[config.mk]
export PLATFORM = sky130hd
export DESIGN_NAME = gyro_selftest_evaluator_unit
export DESIGN_NICKNAME = d
export VERILOG_FILES = /design/src/sv/gse_pkg.sv /design/src/sv/gse_divider.sv /design/src/sv/gse_isqrt.sv /design/src/sv/gyro_selftest_evaluator_unit.sv
export SDC_FILE = /design/constraint.sdc
export NUM_CORES = 2
export LEC_CHECK = 0
export ABC_AREA = 1
export BUFFER_PORTS_ARGS = -buffer_cell sky130_fd_sc_hd__clkbuf_2
export CORE_ASPECT_RATIO = 0.7
export CORE_MARGIN = 4
export CORE_UTILIZATION = 30
export DETAILED_ROUTE_END_ITERATION = 6
export SLEW_MARGIN = 20
export SYNTH_ARGS = -nofsm -noshare
export SYNTH_HDL_FRONTEND = slang
export SYNTH_SLANG_ARGS = --single-unit
[constraint.sdc]
create_clock -name clk_i -period 10 [get_ports clk_i]
set_clock_uncertainty 0.05 [all_clocks]
set_input_delay 1 -clock clk_i [delete_from_list [all_inputs] [get_ports clk_i]]
set_output_delay 1 -clock clk_i [all_outputs]
set_load 0.01 [all_outputs]
[src/sv/gse_pkg.sv]
package gse_pkg;

  // Configuration register indexes.
  localparam logic [1:0] REG_BIAS_LIMIT  = 2'd0;
  localparam logic [1:0] REG_NOISE_LIMIT = 2'd1;
  localparam logic [1:0] REG_SENSITIVITY = 2'd2;

  localparam logic [14:0] BIAS_LIMIT_RST  = 15'd320;
  localparam logic [30:0] NOISE_LIMIT_RST = 31'd6400;
  localparam logic [7:0]  SENSITIVITY_RST = 8'd16;

  // Scale factor of the mean square, and the boundary between the two ways of forming it.
  localparam logic [13:0] TEN_K        = 14'd10000;
  localparam logic [30:0] SMALL_SUM_MAX = 31'd10000;
  localparam logic [31:0] OVF_SQUARE   = 32'h8000_0000;

  // Reciprocal of three scaled by 2^32, rounded up. A 31-bit count times this value,
  // shifted right by 32, is the count divided by three.
  localparam logic [30:0] THIRD_RECIP = 31'h5555_5556;

  localparam logic [1:0] LAST_AXIS = 2'd2;

  typedef enum logic [3:0] {
    ST_IDLE,
    ST_THR,
    ST_AXIS,
    ST_QDIV_WAIT,
    ST_SCALE,
    ST_SQRT_WAIT,
    ST_RMS_WAIT,
    ST_BIAS_WAIT,
    ST_DONE
  } gse_state_e;

  typedef struct packed {
    logic        start;
    logic [31:0] dividend;
    logic [30:0] divisor;
  } div_req_t;

  // Magnitude of a 16-bit two's complement value; the most negative value needs 17 bits.
  function automatic logic [16:0] abs16(input logic [15:0] v);
    logic [16:0] ext;
    ext = {v[15], v};
    return v[15] ? (17'd0 - ext) : ext;
  endfunction

endpackage

[src/sv/gse_divider.sv]
module gse_divider (
  input  logic                clk_i,
  input  logic                rst_ni,
  input  gse_pkg::div_req_t   req_i,
  output logic                done_o,
  output logic [31:0]         quotient_o
);

  logic        busy_q;
  logic        done_q;
  logic [4:0]  cnt_q;
  logic [31:0] dvd_q;
  logic [30:0] rem_q;
  logic [30:0] dvs_q;

  logic [31:0] rem_sh;
  logic        fits;
  logic [31:0] rem_sub;

  // One restoring step per cycle; the quotient bits shift into the dividend register.
  assign rem_sh  = {rem_q, dvd_q[31]};
  assign fits    = rem_sh >= {1'b0, dvs_q};
  assign rem_sub = rem_sh - {1'b0, dvs_q};

  always_ff @(posedge clk_i or negedge rst_ni) begin
    if (!rst_ni) begin
      busy_q <= 1'b0;
      done_q <= 1'b0;
      cnt_q  <= '0;
    end else begin
      done_q <= 1'b0;
      if (req_i.start) begin
        busy_q <= 1'b1;
        cnt_q  <= 5'd31;
      end else if (busy_q) begin
        cnt_q <= cnt_q - 5'd1;
        if (cnt_q == 5'd0) begin
          busy_q <= 1'b0;
          done_q <= 1'b1;
        end
      end
    end
  end

  always_ff @(posedge clk_i) begin
    if (req_i.start) begin
      dvd_q <= req_i.dividend;
      dvs_q <= req_i.divisor;
      rem_q <= '0;
    end else if (busy_q) begin
      dvd_q <= {dvd_q[30:0], fits};
      rem_q <= fits ? rem_sub[30:0] : rem_sh[30:0];
    end
  end

  assign done_o     = done_q;
  assign quotient_o = dvd_q;

  a_no_restart: assert property (@(posedge clk_i) disable iff (!rst_ni)
    req_i.start |-> !busy_q)
    else $error("divider started while a division is running");

endmodule

[src/sv/gse_isqrt.sv]
module gse_isqrt (
  input  logic        clk_i,
  input  logic        rst_ni,
  input  logic        start_i,
  input  logic [31:0] x_i,
  output logic        done_o,
  output logic [15:0] root_o
);

  logic        busy_q;
  logic        done_q;
  logic [31:0] x_q;
  logic [31:0] res_q;
  logic [31:0] bit_q;

  logic [31:0] trial;
  logic        take;

  assign trial = res_q + bit_q;
  assign take  = x_q >= trial;

  always_ff @(posedge clk_i or negedge rst_ni) begin
    if (!rst_ni) begin
      busy_q <= 1'b0;
      done_q <= 1'b0;
    end else begin
      done_q <= 1'b0;
      if (start_i) begin
        busy_q <= 1'b1;
      end else if (busy_q && bit_q[0]) begin
        busy_q <= 1'b0;
        done_q <= 1'b1;
      end
    end
  end

  // Sixteen digit steps, the trial bit walking down by two places each cycle.
  always_ff @(posedge clk_i) begin
    if (start_i) begin
      x_q   <= x_i;
      res_q <= '0;
      bit_q <= 32'h4000_0000;
    end else if (busy_q) begin
      if (take) begin
        x_q   <= x_q - trial;
        res_q <= (res_q >> 1) + bit_q;
      end else begin
        res_q <= res_q >> 1;
      end
      bit_q <= bit_q >> 2;
    end
  end

  assign done_o = done_q;
  assign root_o = res_q[15:0];

endmodule

[src/sv/gyro_selftest_evaluator_unit.sv]
// Channel    | Direction | Ports                                        | Handshake
// -----------+-----------+----------------------------------------------+----------------------
// report     | in        | sample_count_i, mean_*_i, sq_sum_*_i         | start_i while !busy_o
// result     | out       | fail_mask_o, bias/rms_mdps_*_o, cal_*_o,     | done_o, one cycle
//            |           | count_per_axis_o                             |
// config     | in        | cfg_index_i, cfg_data_i                      | cfg_valid_i/cfg_ready_o
//
// busy_o stays high from the accepting edge to the last cycle of ST_DONE, and done_o follows in the next one.
// The shared 32-step divider runs up to nine times (per axis the mean square, the RMS scaling
// and the bias scaling) beside a 16-step square root per axis; an axis whose sum is zero or
// negative skips its mean-square division. The next start may be given in the strobe cycle.
// Reset is asynchronous and active low; it loads the configuration defaults and idles the
// sequencer. The receiver cannot stall: done_o lasts one cycle.
module gyro_selftest_evaluator_unit (
  input  logic               clk_i,
  input  logic               rst_ni,

  input  logic               start_i,
  output logic               busy_o,
  input  logic [30:0]        sample_count_i,
  input  logic signed [15:0] mean_x_i,
  input  logic signed [15:0] mean_y_i,
  input  logic signed [15:0] mean_z_i,
  input  logic signed [31:0] sq_sum_x_i,
  input  logic signed [31:0] sq_sum_y_i,
  input  logic signed [31:0] sq_sum_z_i,

  output logic               done_o,
  output logic [6:0]         fail_mask_o,
  output logic signed [25:0] bias_mdps_x_o,
  output logic signed [25:0] bias_mdps_y_o,
  output logic signed [25:0] bias_mdps_z_o,
  output logic [19:0]        rms_mdps_x_o,
  output logic [19:0]        rms_mdps_y_o,
  output logic [19:0]        rms_mdps_z_o,
  output logic signed [15:0] cal_x_o,
  output logic signed [15:0] cal_y_o,
  output logic signed [15:0] cal_z_o,
  output logic [29:0]        count_per_axis_o,

  input  logic               cfg_valid_i,
  output logic               cfg_ready_o,
  input  logic [1:0]         cfg_index_i,
  input  logic [31:0]        cfg_data_i
);

  // Configuration registers. The user must see they are written only while no report is in flight; unchecked.
  logic [14:0] bias_limit_q;
  logic [30:0] noise_limit_q;
  logic [7:0]  sens_q;
  logic [7:0]  sens_eff;

  assign cfg_ready_o = 1'b1;
  assign sens_eff    = (sens_q == 8'd0) ? 8'd1 : sens_q;

  always_ff @(posedge clk_i or negedge rst_ni) begin
    if (!rst_ni) begin
      bias_limit_q  <= gse_pkg::BIAS_LIMIT_RST;
      noise_limit_q <= gse_pkg::NOISE_LIMIT_RST;
      sens_q        <= gse_pkg::SENSITIVITY_RST;
    end else if (cfg_valid_i && cfg_ready_o) begin
      case (cfg_index_i)
        gse_pkg::REG_BIAS_LIMIT:  bias_limit_q  <= cfg_data_i[14:0];
        gse_pkg::REG_NOISE_LIMIT: noise_limit_q <= cfg_data_i[30:0];
        gse_pkg::REG_SENSITIVITY: sens_q        <= cfg_data_i[7:0];
        default: ;
      endcase
    end
  end

  // Report capture.
  logic        accept;
  logic [30:0] raw_count_q;
  logic [30:0] count_q;
  logic [15:0] mean_q [3];
  logic [31:0] sum_q  [3];

  gse_pkg::gse_state_e state_q, state_d;

  assign busy_o = (state_q != gse_pkg::ST_IDLE);
  assign accept = start_i && !busy_o;

  // Sequencer outputs to the shared units.
  gse_pkg::div_req_t div_req;
  logic        div_done;
  logic [31:0] quot;
  logic        sqrt_start;
  logic [31:0] sqrt_x;
  logic        sqrt_done;
  logic [15:0] root;

  // The shared multiplier: every product apart from the count reciprocal is some value times ten thousand.
  logic [31:0] mul_a;
  logic [45:0] mul_p;
  assign mul_p = 46'(mul_a) * 46'(gse_pkg::TEN_K);

  // The count divided by three comes from a reciprocal multiply, exact for any 31-bit count.
  logic [61:0] third_p;
  assign third_p = 62'(raw_count_q) * 62'(gse_pkg::THIRD_RECIP);

  logic [1:0]  axis_q;
  logic        small_q;
  logic [45:0] thr_q;
  logic        dead_q;
  logic        noise_q [3];

  logic [31:0] sum_sel;
  logic [15:0] mean_sel;
  logic [16:0] mean_abs;
  logic [31:0] mean_x1000;
  logic        sum_neg;
  logic        sum_zero;
  logic        sum_small;
  logic        noise_flag;

  assign sum_sel    = sum_q[axis_q];
  assign mean_sel   = mean_q[axis_q];
  assign mean_abs   = gse_pkg::abs16(mean_sel);
  assign mean_x1000 = (32'(mean_abs) << 10) - (32'(mean_abs) << 4) - (32'(mean_abs) << 3);
  assign sum_neg    = sum_sel[31];
  assign sum_zero   = (sum_sel == 32'd0);
  assign sum_small  = (sum_sel[30:0] <= gse_pkg::SMALL_SUM_MAX);

  // For a small sum the divider returns sum*10000/count, so the noise test against the
  // limit becomes a test against (limit+1)*10000. A large sum divides plainly.
  assign noise_flag = small_q ? ({14'd0, quot} >= thr_q) : (quot > {1'b0, noise_limit_q});

  always_comb begin
    state_d          = state_q;
    div_req.start    = 1'b0;
    div_req.dividend = {1'b0, raw_count_q};
    div_req.divisor  = count_q;
    sqrt_start       = 1'b0;
    sqrt_x           = '0;
    mul_a            = sum_sel;
    case (state_q)
      gse_pkg::ST_IDLE: begin
        if (accept) begin
          state_d = gse_pkg::ST_THR;
        end
      end
      gse_pkg::ST_THR: begin
        mul_a   = {1'b0, noise_limit_q} + 32'd1;
        state_d = gse_pkg::ST_AXIS;
      end
      gse_pkg::ST_AXIS: begin
        if (sum_neg) begin
          sqrt_start = 1'b1;
          sqrt_x     = gse_pkg::OVF_SQUARE;
          state_d    = gse_pkg::ST_SQRT_WAIT;
        end else if (sum_zero) begin
          sqrt_start = 1'b1;
          sqrt_x     = '0;
          state_d    = gse_pkg::ST_SQRT_WAIT;
        end else begin
          mul_a            = sum_sel;
          div_req.start    = 1'b1;
          div_req.dividend = sum_small ? mul_p[31:0] : sum_sel;
          div_req.divisor  = count_q;
          state_d          = gse_pkg::ST_QDIV_WAIT;
        end
      end
      gse_pkg::ST_QDIV_WAIT: begin
        if (div_done) begin
          state_d = gse_pkg::ST_SCALE;
        end
      end
      gse_pkg::ST_SCALE: begin
        mul_a      = quot;
        sqrt_start = 1'b1;
        sqrt_x     = small_q ? quot : mul_p[31:0];
        state_d    = gse_pkg::ST_SQRT_WAIT;
      end
      gse_pkg::ST_SQRT_WAIT: begin
        if (sqrt_done) begin
          div_req.start    = 1'b1;
          div_req.dividend = {16'd0, root};
          div_req.divisor  = {23'd0, sens_eff};
          state_d          = gse_pkg::ST_RMS_WAIT;
        end
      end
      gse_pkg::ST_RMS_WAIT: begin
        if (div_done) begin
          div_req.start    = 1'b1;
          div_req.dividend = mean_x1000;
          div_req.divisor  = {23'd0, sens_eff};
          state_d          = gse_pkg::ST_BIAS_WAIT;
        end
      end
      gse_pkg::ST_BIAS_WAIT: begin
        if (div_done) begin
          state_d = (axis_q == gse_pkg::LAST_AXIS) ? gse_pkg::ST_DONE : gse_pkg::ST_AXIS;
        end
      end
      gse_pkg::ST_DONE: begin
        state_d = gse_pkg::ST_IDLE;
      end
      default: begin
        state_d = gse_pkg::ST_IDLE;
      end
    endcase
  end

  always_ff @(posedge clk_i or negedge rst_ni) begin
    if (!rst_ni) begin
      state_q <= gse_pkg::ST_IDLE;
    end else begin
      state_q <= state_d;
    end
  end

  // Result registers. Bias and RMS are filled axis by axis, and all of them hold still through the strobe.
  logic        done_q;
  logic [6:0]  mask_q;
  logic [25:0] bias_q [3];
  logic [19:0] rms_q  [3];
  logic [15:0] cal_q  [3];
  logic [29:0] cpa_q;
  logic [6:0]  mask_d;

  always_comb begin
    mask_d = {noise_q[2], noise_q[1], noise_q[0], dead_q, 3'b000};
    for (int j = 0; j < 3; j++) begin
      mask_d[j] = gse_pkg::abs16(mean_q[j]) > {2'b00, bias_limit_q};
    end
  end

  always_ff @(posedge clk_i or negedge rst_ni) begin
    if (!rst_ni) begin
      done_q <= 1'b0;
    end else begin
      done_q <= (state_q == gse_pkg::ST_DONE);
    end
  end

  always_ff @(posedge clk_i) begin
    if (accept) begin
      raw_count_q <= sample_count_i;
      count_q     <= (sample_count_i == 31'd0) ? 31'd1 : sample_count_i;
      mean_q[0]   <= mean_x_i;
      mean_q[1]   <= mean_y_i;
      mean_q[2]   <= mean_z_i;
      sum_q[0]    <= sq_sum_x_i;
      sum_q[1]    <= sq_sum_y_i;
      sum_q[2]    <= sq_sum_z_i;
      dead_q      <= 1'b0;
      axis_q      <= '0;
    end
    case (state_q)
      gse_pkg::ST_THR: begin
        thr_q <= mul_p;
        cpa_q <= third_p[61:32];
      end
      gse_pkg::ST_AXIS: begin
        small_q <= sum_small;
        if (sum_neg || sum_zero) begin
          noise_q[axis_q] <= 1'b0;
        end
        if (sum_zero) begin
          dead_q <= 1'b1;
        end
      end
      gse_pkg::ST_SCALE: begin
        noise_q[axis_q] <= noise_flag;
      end
      gse_pkg::ST_RMS_WAIT: begin
        if (div_done) begin
          rms_q[axis_q] <= 20'((quot << 3) + (quot << 1));
        end
      end
      gse_pkg::ST_BIAS_WAIT: begin
        if (div_done) begin
          bias_q[axis_q] <= mean_sel[15] ? 26'(32'd0 - quot) : quot[25:0];
          axis_q         <= axis_q + 2'd1;
        end
      end
      gse_pkg::ST_DONE: begin
        mask_q <= mask_d;
        for (int j = 0; j < 3; j++) begin
          cal_q[j] <= (mask_d != 7'd0) ? 16'd0 : mean_q[j];
        end
      end
      default: ;
    endcase
  end

  gse_divider u_divider (
    .clk_i      (clk_i),
    .rst_ni     (rst_ni),
    .req_i      (div_req),
    .done_o     (div_done),
    .quotient_o (quot)
  );

  gse_isqrt u_isqrt (
    .clk_i   (clk_i),
    .rst_ni  (rst_ni),
    .start_i (sqrt_start),
    .x_i     (sqrt_x),
    .done_o  (sqrt_done),
    .root_o  (root)
  );

  assign done_o           = done_q;
  assign fail_mask_o      = mask_q;
  assign bias_mdps_x_o    = bias_q[0];
  assign bias_mdps_y_o    = bias_q[1];
  assign bias_mdps_z_o    = bias_q[2];
  assign rms_mdps_x_o     = rms_q[0];
  assign rms_mdps_y_o     = rms_q[1];
  assign rms_mdps_z_o     = rms_q[2];
  assign cal_x_o          = cal_q[0];
  assign cal_y_o          = cal_q[1];
  assign cal_z_o          = cal_q[2];
  assign count_per_axis_o = cpa_q;

  // An accepted report always keeps the block busy in the following cycle.
  a_busy_after_start: assert property (@(posedge clk_i) disable iff (!rst_ni)
    accept |=> busy_o)
    else $error("report accepted but block not busy");

  // Exactly one result transaction per report: the strobe never stays high in consecutive cycles.
  a_single_strobe: assert property (@(posedge clk_i) disable iff (!rst_ni)
    done_o |=> !done_o)
    else $error("result strobe held for more than one cycle");

  // A failing report never hands out calibration offsets.
  a_no_cal_on_fail: assert property (@(posedge clk_i) disable iff (!rst_ni)
    (done_o && (fail_mask_o != 7'd0)) |-> (cal_x_o == 16'sd0 && cal_y_o == 16'sd0 &&
                                           cal_z_o == 16'sd0))
    else $error("calibration offsets given on a failing report");

endmodule

==> results.toml <==
[run_status]
status = "complete, but fails checks"
failed_checks = "design-rule violations"

[logic_synthesis]
synth_area_um2 = 60900
synth-seq-area-share = 0.335
postSynthRegisterBits = 717
yosys_warnings = 0
post_synth_inst_count = 6706
post_synth_num_cell_types = 73
number_of_enable_type_register_cells_in_the_synthesized_netlist = 567
syn_avg_cell_area_um2 = 9.08
asyncSetResetFlopFracSynth = 0.0948
synth_flop_cell = "edfxtp_1"

[placed_design]
place_worst_setup_slack_ns = 1.88
detailed_place_hpwl_mm = 177
place_area_um2 = 66100
port_buffers = 433
routability_driven_placement_congestion_ratio = 1.01

[setup_path]
sort_of_element_at_the_start_of_the_critical_path = "flip-flop"
worst-r2r-cell-count = 24
r2r_slack_ns = 1.68
critical_path_buf_inv_count = 4
crit_required_ns = 10.38
slowest_stage = "edfxtp_1"
endpoint_kind = "flip-flop"
path_max_fanout = 8
cp_cell_sequence = "ha_1 > fa_1 > inv_1 > fa_1 > fa_1 > inv_1 > fa_1 > inv_1 > fa_1 > inv_1 > fa_1 > fa_1 > ha_1 > a21oi_1 > o21ai_0 > a21oi_1 > o21ai_0 > a21oi_1 > o21ai_0 > nand3_1 > o211ai_1 > a21oi_1 > o21ai_0 > xor2_1"
critPathArrivalTime_ns = 8.70
regToRegStartpoint = "raw_count_q[4]$_DFFE_PP_"
critPathKind = "flip-flop to flip-flop"
r2r_end = "count_per_axis_o[25]$_DFFE_PP_"
worst_path_largest_cell_delay_ns = 0.74
crit_top_cell = "fa_1"
cp_top_family = "adder cells"

[power]
internal_power_of_the_cells_w = 0.00499
net-switching-power_w = 0.00161
power_density_nw_per_um2 = 95.9
sw_frac_of_total = 0.244
power_frac_seq = 0.496
power.combinational.fraction = 0.044
clock_share_of_power = 0.460
vdd_drop_max_mv = 0.138
leakagePower_nw = 31.7

[cells_and_area]
layout-area-overhead-vs-synth_pct = 13.0
fillCellCount = 20819
finish.instance_area_um2 = 68800
nets = 8496
finalCoreUtilization = 0.340
seqCellArea_um2 = 20400
multi_input_area_um2 = 34800
layout-drive-gt1-share = 0.100

[detailed_routing]
vias_per_cell = 5.00
detail_route.drc_violations = 7
drt_pre_antenna_iters = 7
detail_route.wirelength_mm = 215
drt.antenna.violating_nets = 0
initialDrtViolationCount = 5347
vias = 49288
detail_route.wl_per_cell_um = 21.8

[global_route]
grt_antenna_before_repair = 32
grt_start_max_net_pins = 79
grt_pass1_wl_mm = 313
global_route.usage.met2 = 0.284
grt_use_met1 = 0.292
grt_util_all_layers = 0.199
grt_util_met3 = 0.0556
gr-max-usage-layer = "met1"
globalRoute.totalOverflow = 0
first_global_vias = 47363

[sta]
fmaxAchievable_mhz = 120
layout_min_cycle_time_ns = 8.32
sum_neg_setup_slack_ns = 0
grt_setup_unrepaired = "no"
finalWorstSetupSlack_ns = 1.68
finalHoldWorstSlack_ns = 0.319
slew_headroom = 0.187
tightestPinTransition_ns = 1.21
final.period_utilization = 0.832
finalHoldViolations = 0
finalSetupViolCount = 0
drv_slew = 0

[floorplan]
floorplan.core_area_um2 = 202000
die_x_um = 546
start_util = 0.301
num_rows = 138
die_area_um2 = 210000
top_level_ports = 439
floorplan.die.height_um = 385

[clock_tree]
clk_pin_slew_worst_paths_ns = 0.07
inserted_clock_buffers = 81
post_cts.repair.setup_buffers = 0
cts.hold.buffers_added = 0
cts_resized = 0
cts_buffer_depth = 3
clock_tree.root_cell = "clkbuf_16"
cts_tree = "built"
cts_htree_levels = 3
cts.sinks = 717
clock_insertion_delay_worst_skew_ns = 0.69

[min_path]
holdCritPathClass = "input port to async pin"

[job]
drv.max_cap_violation_count = 0
## worst register-to-register path, cell delays in order, from the launching register on
cell and delay, ns:
edfxtp_1 0.74, ha_1 0.42, fa_1 0.68, inv_1 0.10
fa_1 0.50, fa_1 0.54, inv_1 0.07, fa_1 0.55
inv_1 0.06, fa_1 0.55, inv_1 0.06, fa_1 0.51
fa_1 0.49, ha_1 0.36, a21oi_1 0.23, o21ai_0 0.14
a21oi_1 0.16, o21ai_0 0.10, a21oi_1 0.52, o21ai_0 0.30
nand3_1 0.15, o211ai_1 0.25, a21oi_1 0.28, o21ai_0 0.14
xor2_1 0.16
## metal layers
| layer | wire (um) | part of all wire |
|---|---|---|
| met4 | 6490 | 0.030 |
| met2 | 87000 | 0.40 |
| met3 | 22100 | 0.10 |
| met1 | 99700 | 0.46 |
| met5 | 70 | 0.00033 |
## power by group through the flow
stage          clock, W  combinational, W  sequential (W)
6_report        0.00303          0.000293         0.00327
5_1_grt         0.00322          0.000335         0.00327
4_1_cts         0.00310          0.000292         0.00327
3_5_place_dp          0          0.000290         0.00333
3_3_place_gp          0          0.000279         0.00333
2_1_floorplan         0          0.000162         0.00331
## stage by stage
stage | instances | total power (W)
detailed placement | 9700 | 0.00362
CTS | 9850 | 0.00666
finish | 9865 | 0.00659
global route | 9857 | 0.00682
floorplan | 6710 | 0.00348
global placement | 9700 | 0.00361
## synthesized netlist by cell type (18+ instances only)
cell type / instances / share of area
a21o_1: 21 / 0.0026
xor2_1: 195 / 0.028
dfxtp_1: 82 / 0.027
edfxtp_1: 567 / 0.28
o211ai_1: 36 / 0.0044
o21ai_0: 414 / 0.034
o221ai_1: 18 / 0.0026
nand4_1: 66 / 0.0068
buf_2: 21 / 0.0017
nor4_1: 41 / 0.0042
nor2_1: 505 / 0.031
o21bai_1: 18 / 0.0022
a21oi_1: 461 / 0.038
nand2_1: 934 / 0.058
fa_1: 429 / 0.14
a22oi_1: 20 / 0.0025
a31oi_1: 44 / 0.0045
inv_1: 1331 / 0.082
clkbuf_1: 99 / 0.0061
dfrtp_1: 62 / 0.025
a211oi_1: 32 / 0.0039
xnor2_1: 65 / 0.0094
ha_1: 731 / 0.15
nand3_1: 170 / 0.014
o22ai_1: 26 / 0.0027
o21ai_1: 30 / 0.0025
nand2_2: 24 / 0.0025
nor3_1: 69 / 0.0057
## placed cells by master (no fill, tap or decap), types with 11 or more instances in the layout
cell type,instances
inv_1,1328
nand2_1,933
ha_1,731
edfxtp_1,567
nor2_1,498
a21oi_1,461
clkbuf_2,432
fa_1,429
o21ai_0,411
xor2_1,195
nand3_1,167
clkbuf_16,82
dfxtp_1,81
nor3_1,67
nand4_1,66
xnor2_1,65
dfrtp_1,62
buf_4,45
a31oi_1,44
nor4_1,41
o211ai_1,36
o21ai_1,33
a211oi_1,32
o22ai_1,26
nand2_2,25
a21o_1,21
a22oi_1,20
o21bai_1,18
clkbuf_1,18
o221ai_1,17
diode_2,15
o21a_1,14
nor2_4,12
or2_2,12
clkinv_1,12
o31ai_1,12
nand3_2,11
## worst max-delay path by stage
| stage | end | depth (start not counted) | startpoint | slack [ns] |
|---|---|---|---|---|
| final | count_per_axis_o[25]$_DFFE_PP_ | 24 | raw_count_q[4]$_DFFE_PP_ | 1.68 |
| after detailed placement | count_per_axis_o[25]$_DFFE_PP_ | 24 | raw_count_q[4]$_DFFE_PP_ | 1.88 |
| after floorplan | thr_q[44]$_DFFE_PP_ | 31 | state_q[3]$_DFFE_PN0P_ | 1.18 |
| after CTS | thr_q[44]$_DFFE_PP_ | 30 | axis_q[0]$_DFF_P_ | 1.79 |
| after global routing | count_per_axis_o[27]$_DFFE_PP_ | 28 | raw_count_q[15]$_DFFE_PP_ | 1.36 |
| after global placement | count_per_axis_o[27]$_DFFE_PP_ | 28 | raw_count_q[15]$_DFFE_PP_ | 1.84 |
## flip-flops by register name, summed over array words and instances, names as in the netlist, 16 cells and up
| name | cells |
|---|---|
| count_q | 31 |
| thr_q | 42 |
| count_per_axis_o | 30 |
| u_isqrt.res_q | 32 |
| bias_q | 78 |
| cal_q | 48 |
| raw_count_q | 31 |
| u_divider.dvs_q | 31 |
| u_divider.quotient_o | 32 |
| noise_limit_q | 31 |
| u_isqrt.bit_q | 16 |
| u_isqrt.x_q | 32 |
| u_divider.rem_q | 31 |
| rms_q | 57 |
| sum_q | 96 |
| mean_q | 48 |
## kinds of logic after synthesis
group                    count (synthesis)  share of synthesized area
AND/OR/NAND/NOR                       1872                      0.130
buffers and inverters                 1494                     0.0953
AO/OA/AOI/OAI                         1201                      0.111
adder cells (fa/ha/maj)               1160                      0.291
flip-flops                             717                      0.335
XOR/XNOR                               260                     0.0374
other                                    2                   0.000123
## final cells by class
type | count | share of cell area
multi-input cells | 4499 | 0.506
flip-flops and latches | 717 | 0.296
inverters | 1346 | 0.0738
well taps | 2660 | 0.0484
repair buffers | 478 | 0.0365
clock buffers | 109 | 0.0326
clock inverters | 41 | 0.00558
diodes | 15 | 0.000546
Power figures use the tool's default switching activity.
